--- config.mk ---
export PLATFORM = sky130hd
export DESIGN_NAME = stable_priority_task_queue
export DESIGN_NICKNAME = d
export VERILOG_FILES = /design/src/hdl/spq_pkg.sv /design/src/hdl/spq_front.sv /design/src/hdl/spq_back.sv /design/src/hdl/stable_priority_task_queue.sv
export SDC_FILE = /design/constraint.sdc
export NUM_CORES = 2
export LEC_CHECK = 0
export BUFFER_PORTS_ARGS = -buffer_cell sky130_fd_sc_hd__buf_2
export CAP_MARGIN = 20
export CORE_ASPECT_RATIO = 0.7
export CORE_MARGIN = 8
export CORE_UTILIZATION = 40
export DETAILED_ROUTE_END_ITERATION = 10
export PLACE_DENSITY = 0.64
export SLEW_MARGIN = 20
export SYNTH_ARGS = -nofsm -noshare
export SYNTH_HDL_FRONTEND = slang
export SYNTH_SLANG_ARGS = --single-unit
export TNS_END_PERCENT = 5
--- constraint.sdc ---
create_clock -name clock -period 6.5 [get_ports clock]
set_input_delay 0.65 -clock clock [delete_from_list [all_inputs] [get_ports clock]]
set_output_delay 0.65 -clock clock [all_outputs]
set_load 0.02 [all_outputs]
--- src/hdl/spq_pkg.sv ---
`timescale 1ns / 1ps

package spq_pkg;

   localparam int DEFAULT_QUEUE_DEPTH     = 16;
   localparam int DEFAULT_PRIORITY_LEVELS = 8;
   localparam int DEFAULT_SEQUENCE_BITS   = 32;

   // request op codes
   localparam logic [1:0] OP_INSERT = 2'd0;
   localparam logic [1:0] OP_POP    = 2'd1;

   // result status codes
   localparam logic [2:0] ST_INSERTED = 3'd0;
   localparam logic [2:0] ST_FULL     = 3'd1;
   localparam logic [2:0] ST_POPPED   = 3'd2;
   localparam logic [2:0] ST_EMPTY    = 3'd3;
   localparam logic [2:0] ST_FLUSHED  = 3'd4;

   // command kinds between front and back
   localparam logic [1:0] CMD_INSERT = 2'd0;
   localparam logic [1:0] CMD_POP    = 2'd1;
   localparam logic [1:0] CMD_FLUSH  = 2'd2;

   typedef struct packed {
      logic [1:0]  op;
      logic [2:0]  priority_req;
      logic [15:0] task_tag;
      logic [7:0]  token_tag;
   } req_type;

   typedef struct packed {
      logic [2:0]  status;
      logic [15:0] out_task_tag;
      logic [7:0]  out_token_tag;
      logic [2:0]  out_priority;
      logic [4:0]  occupancy;
   } rsp_type;

   typedef struct packed {
      logic [1:0]  kind;
      logic [2:0]  prio;
      logic [15:0] task_tag;
      logic [7:0]  token_tag;
   } cmd_type;

endpackage

--- src/hdl/spq_front.sv ---
`timescale 1ns / 1ps

module spq_front #(
   parameter int PRIORITY_LEVELS = spq_pkg::DEFAULT_PRIORITY_LEVELS
) (
   input  logic             clock,
   input  logic             reset,
   input  logic             req_valid,
   output logic             req_ready,
   input  spq_pkg::req_type req_data,
   output logic             cmd_valid,
   input  logic             cmd_ready,
   output spq_pkg::cmd_type cmd_data
);

   spq_pkg::cmd_type cls;
   spq_pkg::cmd_type buf_ff [2];
   logic [1:0]       fill_ff, fill_in;
   logic             wr_ptr_ff, wr_ptr_in;
   logic             rd_ptr_ff, rd_ptr_in;
   logic             push, pull;

   // classify: high op bit means flush, priority saturates to the top level
   always_comb begin
      cls.task_tag  = req_data.task_tag;
      cls.token_tag = req_data.token_tag;
      if (req_data.op[1]) begin
         cls.kind = spq_pkg::CMD_FLUSH;
      end else if (req_data.op == spq_pkg::OP_INSERT) begin
         cls.kind = spq_pkg::CMD_INSERT;
      end else begin
         cls.kind = spq_pkg::CMD_POP;
      end
      if (int'(req_data.priority_req) >= PRIORITY_LEVELS) begin
         cls.prio = 3'(PRIORITY_LEVELS - 1);
      end else begin
         cls.prio = req_data.priority_req;
      end
   end

   // two-beat queue towards the back end
   assign req_ready = (fill_ff != 2'd2);
   assign cmd_valid = (fill_ff != 2'd0);
   assign cmd_data  = buf_ff[rd_ptr_ff];
   assign push      = req_valid && req_ready;
   assign pull      = cmd_valid && cmd_ready;

   always_comb begin
      wr_ptr_in = push ? !wr_ptr_ff : wr_ptr_ff;
      rd_ptr_in = pull ? !rd_ptr_ff : rd_ptr_ff;
      fill_in   = fill_ff + 2'(push) - 2'(pull);
   end

   always_ff @(posedge clock) begin
      if (reset) begin
         fill_ff   <= '0;
         wr_ptr_ff <= 1'b0;
         rd_ptr_ff <= 1'b0;
      end else begin
         fill_ff   <= fill_in;
         wr_ptr_ff <= wr_ptr_in;
         rd_ptr_ff <= rd_ptr_in;
      end
   end

   always_ff @(posedge clock) begin
      if (push) begin
         buf_ff[wr_ptr_ff] <= cls;
      end
   end

endmodule

--- src/hdl/spq_back.sv ---
`timescale 1ns / 1ps

module spq_back #(
   parameter int QUEUE_DEPTH     = spq_pkg::DEFAULT_QUEUE_DEPTH,
   parameter int PRIORITY_LEVELS = spq_pkg::DEFAULT_PRIORITY_LEVELS,
   parameter int SEQUENCE_BITS   = spq_pkg::DEFAULT_SEQUENCE_BITS
) (
   input  logic             clock,
   input  logic             reset,
   input  logic             cmd_valid,
   output logic             cmd_ready,
   input  spq_pkg::cmd_type cmd_data,
   output logic             rsp_valid,
   input  logic             rsp_ready,
   output spq_pkg::rsp_type rsp_data
);

   localparam int IW     = $clog2(QUEUE_DEPTH);
   localparam int LVL    = IW;
   localparam int P      = 1 << LVL;
   localparam int CW     = $clog2(QUEUE_DEPTH + 1);
   localparam int SW     = $clog2(LVL + 1);
   localparam int PW_RAW = $clog2(PRIORITY_LEVELS);
   localparam int PW     = (PW_RAW < 3) ? PW_RAW : 3;
   localparam int SB     = SEQUENCE_BITS;

   // entry store
   logic [QUEUE_DEPTH-1:0] valid_ff, valid_in;
   logic [PW-1:0]          prio_ff  [QUEUE_DEPTH];
   logic [SB-1:0]          seq_ff   [QUEUE_DEPTH];
   logic [15:0]            task_ff  [QUEUE_DEPTH];
   logic [7:0]             token_ff [QUEUE_DEPTH];
   logic [SB-1:0]          next_seq_ff, next_seq_in;
   logic [CW-1:0]          count_ff, count_in;
   logic [SW-1:0]          settle_ff, settle_in;
   logic                   rsp_valid_ff, rsp_valid_in;
   spq_pkg::rsp_type       rsp_ff, rsp_in;

   // compare tree, heap order: node n takes nodes 2n and 2n+1
   logic          lf_valid [P];
   logic [PW-1:0] lf_prio  [P];
   logic [SB-1:0] lf_seq   [P];
   logic [IW-1:0] lf_idx   [P];
   logic          nd_valid_ff [1:P-1];
   logic [PW-1:0] nd_prio_ff  [1:P-1];
   logic [SB-1:0] nd_seq_ff   [1:P-1];
   logic [IW-1:0] nd_idx_ff   [1:P-1];

   logic          free_found;
   logic [IW-1:0] free_idx;
   logic          out_free, take;
   logic          best_valid;
   logic [IW-1:0] best_idx;

   for (genvar i = 0; i < P; i++) begin : g_leaf
      if (i < QUEUE_DEPTH) begin : g_real
         assign lf_valid[i] = valid_ff[i];
         assign lf_prio[i]  = prio_ff[i];
         assign lf_seq[i]   = seq_ff[i];
      end else begin : g_pad
         assign lf_valid[i] = 1'b0;
         assign lf_prio[i]  = '0;
         assign lf_seq[i]   = '0;
      end
      assign lf_idx[i] = IW'(i);
   end

   for (genvar n = 1; n < P; n++) begin : g_node
      logic          a_v, b_v, take_b;
      logic [PW-1:0] a_p, b_p;
      logic [SB-1:0] a_s, b_s, diff;
      logic [IW-1:0] a_i, b_i;

      if (n >= P / 2) begin : g_bottom
         assign a_v = lf_valid[2*n-P];
         assign a_p = lf_prio[2*n-P];
         assign a_s = lf_seq[2*n-P];
         assign a_i = lf_idx[2*n-P];
         assign b_v = lf_valid[2*n+1-P];
         assign b_p = lf_prio[2*n+1-P];
         assign b_s = lf_seq[2*n+1-P];
         assign b_i = lf_idx[2*n+1-P];
      end else begin : g_inner
         assign a_v = nd_valid_ff[2*n];
         assign a_p = nd_prio_ff[2*n];
         assign a_s = nd_seq_ff[2*n];
         assign a_i = nd_idx_ff[2*n];
         assign b_v = nd_valid_ff[2*n+1];
         assign b_p = nd_prio_ff[2*n+1];
         assign b_s = nd_seq_ff[2*n+1];
         assign b_i = nd_idx_ff[2*n+1];
      end

      // wrap-aware age: b older than a when the top bit of b - a is set
      assign diff   = b_s - a_s;
      assign take_b = b_v && (!a_v || (b_p < a_p) || ((b_p == a_p) && diff[SB-1]));

      always_ff @(posedge clock) begin
         nd_valid_ff[n] <= take_b ? b_v : a_v;
         nd_prio_ff[n]  <= take_b ? b_p : a_p;
         nd_seq_ff[n]   <= take_b ? b_s : a_s;
         nd_idx_ff[n]   <= take_b ? b_i : a_i;
      end
   end

   assign best_valid = nd_valid_ff[1];
   assign best_idx   = nd_idx_ff[1];

   // lowest free slot
   always_comb begin
      free_found = 1'b0;
      free_idx   = '0;
      for (int i = QUEUE_DEPTH - 1; i >= 0; i--) begin
         if (!valid_ff[i]) begin
            free_found = 1'b1;
            free_idx   = IW'(i);
         end
      end
   end

   // a pop waits until the tree has settled on the current entries
   assign out_free  = !rsp_valid_ff || rsp_ready;
   assign cmd_ready = out_free && ((cmd_data.kind != spq_pkg::CMD_POP) || (settle_ff == '0));
   assign take      = cmd_valid && cmd_ready;

   always_comb begin
      valid_in     = valid_ff;
      count_in     = count_ff;
      next_seq_in  = next_seq_ff;
      settle_in    = (settle_ff != '0) ? settle_ff - 1'b1 : settle_ff;
      rsp_valid_in = rsp_valid_ff && !rsp_ready;
      rsp_in       = rsp_ff;
      if (take) begin
         rsp_valid_in = 1'b1;
         rsp_in       = '0;
         unique case (cmd_data.kind)
            spq_pkg::CMD_FLUSH: begin
               valid_in      = '0;
               count_in      = '0;
               settle_in     = SW'(LVL);
               rsp_in.status = spq_pkg::ST_FLUSHED;
            end
            spq_pkg::CMD_INSERT: begin
               if (free_found) begin
                  valid_in[free_idx] = 1'b1;
                  count_in           = count_ff + 1'b1;
                  next_seq_in        = next_seq_ff + 1'b1;
                  settle_in          = SW'(LVL);
                  rsp_in.status      = spq_pkg::ST_INSERTED;
               end else begin
                  rsp_in.status = spq_pkg::ST_FULL;
               end
            end
            default: begin
               if (best_valid) begin
                  valid_in[best_idx]   = 1'b0;
                  count_in             = count_ff - 1'b1;
                  settle_in            = SW'(LVL);
                  rsp_in.status        = spq_pkg::ST_POPPED;
                  rsp_in.out_task_tag  = task_ff[best_idx];
                  rsp_in.out_token_tag = token_ff[best_idx];
                  rsp_in.out_priority  = 3'(nd_prio_ff[1]);
               end else begin
                  rsp_in.status = spq_pkg::ST_EMPTY;
               end
            end
         endcase
         rsp_in.occupancy = 5'(count_in);
      end
   end

   always_ff @(posedge clock) begin
      if (reset) begin
         valid_ff     <= '0;
         count_ff     <= '0;
         next_seq_ff  <= '0;
         settle_ff    <= SW'(LVL);
         rsp_valid_ff <= 1'b0;
      end else begin
         valid_ff     <= valid_in;
         count_ff     <= count_in;
         next_seq_ff  <= next_seq_in;
         settle_ff    <= settle_in;
         rsp_valid_ff <= rsp_valid_in;
      end
   end

   always_ff @(posedge clock) begin
      rsp_ff <= rsp_in;
      if (take && (cmd_data.kind == spq_pkg::CMD_INSERT) && free_found) begin
         prio_ff[free_idx]  <= PW'(cmd_data.prio);
         seq_ff[free_idx]   <= next_seq_ff;
         task_ff[free_idx]  <= cmd_data.task_tag;
         token_ff[free_idx] <= cmd_data.token_tag;
      end
   end

   assign rsp_valid = rsp_valid_ff;
   assign rsp_data  = rsp_ff;

endmodule

--- src/hdl/stable_priority_task_queue.sv ---
`timescale 1ns / 1ps

// channel  ports                          payload
// request  req_valid req_ready req_data   spq_pkg::req_type (op, priority, task, token)
// result   rsp_valid rsp_ready rsp_data   spq_pkg::rsp_type (status, tags, priority, count)
//
// One result beat per request beat, in order. A two-beat queue sits between the
// classifying front end and the back end that owns the entries.
// Inserts and flushes do not wait for the compare tree. Any pop waits for the tree to settle
// after the last change to the entries (a pop that removed an entry included), so a pop straight
// after a change is held until the settle count runs out. Synchronous reset clears valid bits,
// count and sequence and restarts the settle count; no clearing pass. Either side may stall;
// the result register holds.
module stable_priority_task_queue #(
   parameter int QUEUE_DEPTH     = spq_pkg::DEFAULT_QUEUE_DEPTH,
   parameter int PRIORITY_LEVELS = spq_pkg::DEFAULT_PRIORITY_LEVELS,
   parameter int SEQUENCE_BITS   = spq_pkg::DEFAULT_SEQUENCE_BITS
) (
   input  logic             clock,
   input  logic             reset,
   input  logic             req_valid,
   output logic             req_ready,
   input  spq_pkg::req_type req_data,
   output logic             rsp_valid,
   input  logic             rsp_ready,
   output spq_pkg::rsp_type rsp_data
);

   logic             cmd_valid;
   logic             cmd_ready;
   spq_pkg::cmd_type cmd_data;

   spq_front #(
      .PRIORITY_LEVELS (PRIORITY_LEVELS)
   ) u_front (
      .clock     (clock),
      .reset     (reset),
      .req_valid (req_valid),
      .req_ready (req_ready),
      .req_data  (req_data),
      .cmd_valid (cmd_valid),
      .cmd_ready (cmd_ready),
      .cmd_data  (cmd_data)
   );

   spq_back #(
      .QUEUE_DEPTH     (QUEUE_DEPTH),
      .PRIORITY_LEVELS (PRIORITY_LEVELS),
      .SEQUENCE_BITS   (SEQUENCE_BITS)
   ) u_back (
      .clock     (clock),
      .reset     (reset),
      .cmd_valid (cmd_valid),
      .cmd_ready (cmd_ready),
      .cmd_data  (cmd_data),
      .rsp_valid (rsp_valid),
      .rsp_ready (rsp_ready),
      .rsp_data  (rsp_data)
   );

endmodule

Word level (Yosys, flattened, before mapping)
Memories as Yosys holds them, arrays and structs flattened. A register that Yosys moved wholly into a read port is not among the register bits.
Cells that the tools add are included.
{"block": "classes", "n_addsub": 21, "n_lt_le_gt_ge": 19, "eq_ne": 19, "mux": 119, "bitwise_logic": 4, "reduce_logical": 98}
{"cell": "$mux W32", "count": 15}
{"cell": "$sub A32 B32 Y32", "count": 15}
{"cell": "$mux W4", "count": 23}
{"cell": "$mux W3", "count": 19}
{"cell": "$mux W1", "count": 51}
{"cell": "$eq A3 B3 Y1", "count": 15}
{"cell": "$lt A3 B3 Y1", "count": 15}
{"cell": "$logic_and A1 B1 Y1", "count": 38}
{"cell": "$add A32 B1 Y32 const B", "count": 1}
{"cell": "$logic_or A1 B1 Y1", "count": 32}
{"cell": "$mux W16", "count": 2}
{"cell": "$pmux W16 S2", "count": 1}
{"cell": "$logic_not A1 Y1", "count": 19}
{"cell": "$and A16 B16 Y16", "count": 1}
{"cell": "$not A16 Y16", "count": 1}
{"cell": "$or A16 B16 Y16", "count": 1}
{"cell": "$pmux W3 S2", "count": 2}
{"cell": "$lt A4 B5 Y1 const B", "count": 2}
{"cell": "$mux W5", "count": 2}
{"cell": "$pmux W5 S2", "count": 1}
{"cell": "$demux W1 S4", "count": 2}
{"cell": "$ge A4 B1 Y1 const B", "count": 2}
{"cell": "$reduce_and A3 Y1", "count": 2}
{"cell": "$reduce_bool A3 Y1", "count": 2}
{"cell": "other kinds (14)", "count": 16}
{"block": "totals", "reg_bits": 69, "ram_bits": 1602, "in_bits": 33, "output_inout_bits": 37, "elab_cells": 299, "n_memories": 9}
{"name": "u_back.seq_ff", "depth": 16, "word_bits": 32, "read_ports": 16, "rd_ports_with_merged_regs": 0, "wr": 1, "line_no": "spq_back.sv:30", "source": "logic [SB-1:0] seq_ff [QUEUE_DEPTH];"}
{"name": "u_back.nd_seq_ff", "depth": 15, "word_bits": 32, "read_ports": 14, "rd_ports_with_merged_regs": 0, "wr": 15, "line_no": "spq_back.sv:46", "source": "logic [SB-1:0] nd_seq_ff [1:P-1];"}
{"name": "u_back.task_ff", "depth": 16, "word_bits": 16, "read_ports": 1, "rd_ports_with_merged_regs": 1, "wr": 1, "line_no": "spq_back.sv:31", "source": "logic [15:0] task_ff [QUEUE_DEPTH];"}
{"name": "u_back.token_ff", "depth": 16, "word_bits": 8, "read_ports": 1, "rd_ports_with_merged_regs": 1, "wr": 1, "line_no": "spq_back.sv:32", "source": "logic [7:0] token_ff [QUEUE_DEPTH];"}
{"name": "u_back.nd_idx_ff", "depth": 15, "word_bits": 4, "read_ports": 15, "rd_ports_with_merged_regs": 0, "wr": 15, "line_no": "spq_back.sv:47", "source": "logic [IW-1:0] nd_idx_ff [1:P-1];"}
{"name": "u_front.buf_ff", "depth": 2, "word_bits": 29, "read_ports": 1, "rd_ports_with_merged_regs": 1, "wr": 1, "line_no": "spq_front.sv:17", "source": "spq_pkg::cmd_type buf_ff [2];"}
{"name": "3 more memories"}

Longest topological paths before layout
{"block": "logic_depth", "depth_word": 23, "depth_mapped": 11, "mapped_depth_nobuf": 11}

By module
From an unflattened synthesis, not the netlist that was laid out.
{"block": "unflattened", "cells_unflattened": 4982, "area_unflattened_um2": 69467.9}
{"module": "spq_back", "n_inst": 1, "cells_per_inst": 4862, "area_each_um2": 67115.6, "seq_area_each_um2": 41229.5}
{"module": "spq_front", "n_inst": 1, "cells_per_inst": 120, "area_each_um2": 2352.3, "seq_area_each_um2": 1841.8}

Worst setup path after synthesis
No wires, ideal clock.
{"block": "synth_timing", "kind": "input-to-reg", "startpoint": "input rsp_ready", "endpoint": "memory u_back.prio_ff[10][0] (netlist name) (enable)", "setup_ns": 0.476, "t_arrival_ns": 4.599, "required_time_ns": 6.024, "slack_ns": 1.425, "cell_stages": 6, "path_buffers": 0, "cell_sequence": "nand2b_1 o311ai_4 inv_2 nand2_1 or2_2 nor2_1"}
{"block": "synth_between", "elab_chain_cells": 7}
{"element": "from (decl)", "line_no": "stable_priority_task_queue.sv:25", "source": "input logic rsp_ready,"}
{"element": "$logic_or A1 B1 Y1", "line_no": "spq_back.sv:122", "source": "assign out_free = !rsp_valid_ff || rsp_ready;"}
{"element": "$logic_and A1 B1 Y1", "line_no": "spq_back.sv:123", "source": "assign cmd_ready = out_free && ((cmd_data.kind != spq_pkg::CMD_POP) || (settle_ff == '0));"}
{"element": "$logic_and A1 B1 Y1", "line_no": "spq_back.sv:124", "source": "assign take = cmd_valid && cmd_ready;"}
{"element": "via u_back.take", "line_no": "spq_back.sv:51", "source": "logic out_free, take;"}
{"element": "$logic_and A1 B1 Y1 (2 in series)", "line_no": "spq_back.sv:190", "source": "if (take && (cmd_data.kind == spq_pkg::CMD_INSERT) && free_found) begin"}
{"element": "$mux W1", "line_no": "spq_back.sv:190"}
{"element": "$mux W1 (implied by the code)", "line_no": "spq_back.sv:191", "source": "prio_ff[free_idx] <= PW'(cmd_data.prio);"}
{"element": "to (decl)", "line_no": "spq_back.sv:29", "source": "logic [PW-1:0] prio_ff [QUEUE_DEPTH];"}
The timed path passes the listed nets, and every way through them passes these cells.

==> impl_metrics.tcl <==
set metrics [dict create \
    worstMarginPinSlew_ns 1.141 \
    yosys-top-cells-count "edfxtp_1 (1037), dfxtp_1 (596), inv_1 (541)" \
    yosys_warnings 0 \
    wl_per_cell_um 22.27 \
    postCtsSetupRepairBufs 0 \
    vias 41750 \
    grt.total_usage_pct 17.81 \
    yosysTopAreaCellShare_pct 44.14 \
    ctsResizeCount 0 \
    dp_cells 7573 \
    layout.area.seq_um2 43090 \
    cp.depth 10 \
    clock-sinks 1633 \
    routed_wl_um 175100 \
    route.detailed.drc 0 \
    rsz0062_at_grt "no" \
    fin_skew_ns 0.03464 \
    grt_pass1_wl_um 258800 \
    grt_use_met2_pct 25.57 \
    grt_use_met3_pct 3.320 \
    place_congestion 0.8636 \
    synth_most_common_cell "edfxtp_1" \
    synth_edf_count 1037 \
    synth_cell_types 73 \
    cp-end-kind "flip-flop" \
    ctsHoldBuffers 5 \
    io_buffer_count 69 \
    leakagePower_uw 0.03087 \
    period_share_pct 67.87 \
    drt_iter0_markers 4229 \
    p_switching_uw 5360 \
    swShare_pct 23.66 \
    multi_input_area_um2 24700 \
    final_hold_viol_count 0 \
    max_cap_violations 0 \
    power.density_nw_per_um2 287.0 \
    viasPerCell 5.311 \
    die_area_um2 190300 \
    nets 5912 \
    grt_pass1_vias 40360 \
    cts_tree "yes" \
    arrival_ns 5.07 \
    post-route-min-period_ns 4.411 \
    fillers 15460 \
    synth_ff_type "edfxtp_1" \
    area_growth_pct 11.87 \
    setup_violations 0 \
    busiest_layer "met1" \
    die_x_um 518.0 \
    drv_slew 0 \
    drtPass1Iterations 6 \
    clk_pin_slew_worst_paths_ns 0.07 \
    ys_seq_area_share_pct 61.05 \
    min_path_type "primary input to flip-flop" \
    htreeDepth 4 \
    io_pins 70 \
    yosysTopAreaCell "edfxtp_1" \
    cts_buffers 151 \
    worst-r2r-cell-count 10 \
    hold_path_startpoint "req_data[1]" \
    power_frac_clock_pct 39.8 \
    status "finished, final reports clean" \
    syn-mean-instance-area_um2 13.50 \
    use_met1_pct 27.82 \
    r2r_start "u_back.nd_seq_ff[0][221]" \
    max_stage_delay_ns 0.86 \
    netlist_area_um2 70560 \
    power_frac_comb_pct 7.8 \
    fin_setup_tns_ns 0 \
    grt_max_degree 79 \
    num_rows 129 \
    hold_depth 1 \
    timing.fmax_mhz 226.7 \
    synth.area.top_cells "edfxtp_1 (44%), dfxtp_1 (17%), ha_1 (8.9%)" \
    mappedNetlistNets 5761 \
    ys_ff_latch 1633 \
    antenna_found_initial 6 \
    clk_path_buf_depth 3 \
    path_buf_inv 2 \
    critical_path_class "flip-flop to flip-flop" \
    async_flop_share_pct 0 \
    cp_top_family "compound AO/OA/AOI/OAI gates" \
    cp_slowest_cell "a221oi_1" \
    start_util_pct 40.10 \
    syn_inst 5225 \
    start_kind "flip-flop" \
    timing.slew.headroom_pct 23.11 \
    peakVddDrop_v 0.0002698 \
    layout.cells.non_filler 7862 \
    fp.dieH_um 367.4 \
    p_int_uw 17290 \
    drive_above_1_share_pct 18.16 \
    postRouteAntennaNets 0 \
    dp_hpwl_um 116900 \
    cp_max_fo 36 \
    grt_overflow 0 \
    clock_latency_ns 0.78 \
    r2r_slack_ns 2.09 \
    seqPwrFrac_pct 52.4 \
    cp.required_ns 7.16 \
    clockRootBuffer "clkbuf_16" \
    fp.coreArea_um2 175900 \
    path_cells "inv_1 -> ha_1 -> a21oi_1 -> nand2_1 -> a221oi_1 -> o211ai_1 -> a2111oi_2 -> a211oi_2 -> inv_2 -> mux2_2" \
    crit_path_start "u_back.nd_seq_ff[0][221]" \
]
logic make-up after synthesis:
logic type,count (synthesis),synth area share [%]
multiplexers,644,12.07
flip-flops,1633,61.05
XOR/XNOR,47,0.5834
AND/OR/NAND/NOR,1049,6.985
buffers and inverters,703,4.214
adder cells (fa/ha/maj),503,8.920
AO/OA/AOI/OAI,646,6.178
through the flow:
stage	hold slack, ns	worst slack, ns	cell area, um^2	util, %	total power [uW]
detailed placement	0.4410	2.295	73780	41.94	13860
finish	0.07033	2.089	78930	44.86	22650
CTS	0.001564	2.276	78840	44.81	22820
floorplan	0.4101	1.425	70560	-	13130
global placement	0.4346	2.302	73780	41.94	13810
global route	0.02437	1.907	78920	44.86	23400
sequential cells by signal (all words and copies together) (netlist names), 2 cells and up, named ones only:
signal              cells
u_back.settle_ff        3
u_back.nd_seq_ff      448
u_front.fill_ff         2
u_back.task_ff        256
u_back.seq_ff         512
u_back.valid_ff        16
u_back.nd_valid_ff     15
u_back.prio_ff         48
u_back.count_ff         5
u_back.rsp_data        35
u_back.token_ff       128
u_back.nd_idx_ff       26
u_back.next_seq_ff     32
u_back.nd_prio_ff      45
u_front.buf_ff         58
per-layer routing:
| metal | vias to the layer above | wire length, um | share of wire [%] |
|---|---|---|---|
| met2 | 1390 | 72630 | 41 |
| met3 | 212 | 13510 | 7.7 |
| met1 | 20800 | 85770 | 49 |
| met5 | - | 0 | 0 |
| met4 | 0 | 3179 | 1.8 |
| li1 | 19350 | - | - |
cell usage in the layout, fill, tap and decap left out, types with 15 or more instances in the layout:
cell type  Yosys  routed
or2_2         15      15
buf_2         21      69
o211ai_2      31      31
clkinv_1       1      15
edfxtp_1    1037    1037
o21a_1        19      19
dfxtp_1      596     589
nor2_4         0      17
xor2_1        29      29
buf_4         10      62
a221oi_1      27      27
mux2_1        71      71
o211ai_1      67      67
or3_1         17      17
mux4_2       120     120
nor2b_1       64      64
inv_1        541     541
a21o_1        60      60
nand3_1      131     131
a211oi_1      19      19
o21ai_0      115     112
clkbuf_1      75      29
clkbuf_8       0      19
ha_1         503     503
mux2_2       378     378
nor3_1        39      39
nand2_1      353     350
mux2i_1       73      72
nand4_1       71      71
nor2_1       259     242
and3_1        29      28
clkinv_2       0      26
a21oi_1      223     222
xnor2_1       18      18
nand2b_1      33      33
clkbuf_16      0     159
final timing paths:
path,endpoint
worst max-delay path,u_back.nd_seq_ff[0][113]
worst min register to register,u_back.nd_valid_ff[0][1]
worst min-delay path,u_front.buf_ff[1][1]
worst max register to register,u_back.nd_seq_ff[0][113]
worst reg2reg max path, stage by stage, from the launching register on:
cell,delay (ns)
dfxtp_1,0.37
inv_1,0.07
ha_1,0.32
a21oi_1,0.16
nand2_1,0.06
a221oi_1,0.86
o211ai_1,0.61
a2111oi_2,0.48
a211oi_2,0.10
inv_2,0.78
mux2_2,0.48
cell type report:
cell class                 count  area share [%]
antenna                        2        0.006341
inverter                     553           2.630
tap                         2358           3.738
sequential                  1633           54.59
clock inverter                70          0.8164
multi-input combinational   2889           31.30
timing repair buffer         148           1.397
clock buffer                 209           5.526
power by group through the flow:
stage	Clock, uW	Sequential, uW	Combinational, uW
CTS	9170	11900	1790
global route	9590	11900	1920
detailed placement	0	12100	1770
floorplan	0	12100	1010
finish	9020	11900	1770
global placement	0	12100	1730
No activity file was read; power rests on OpenSTA's default activity.
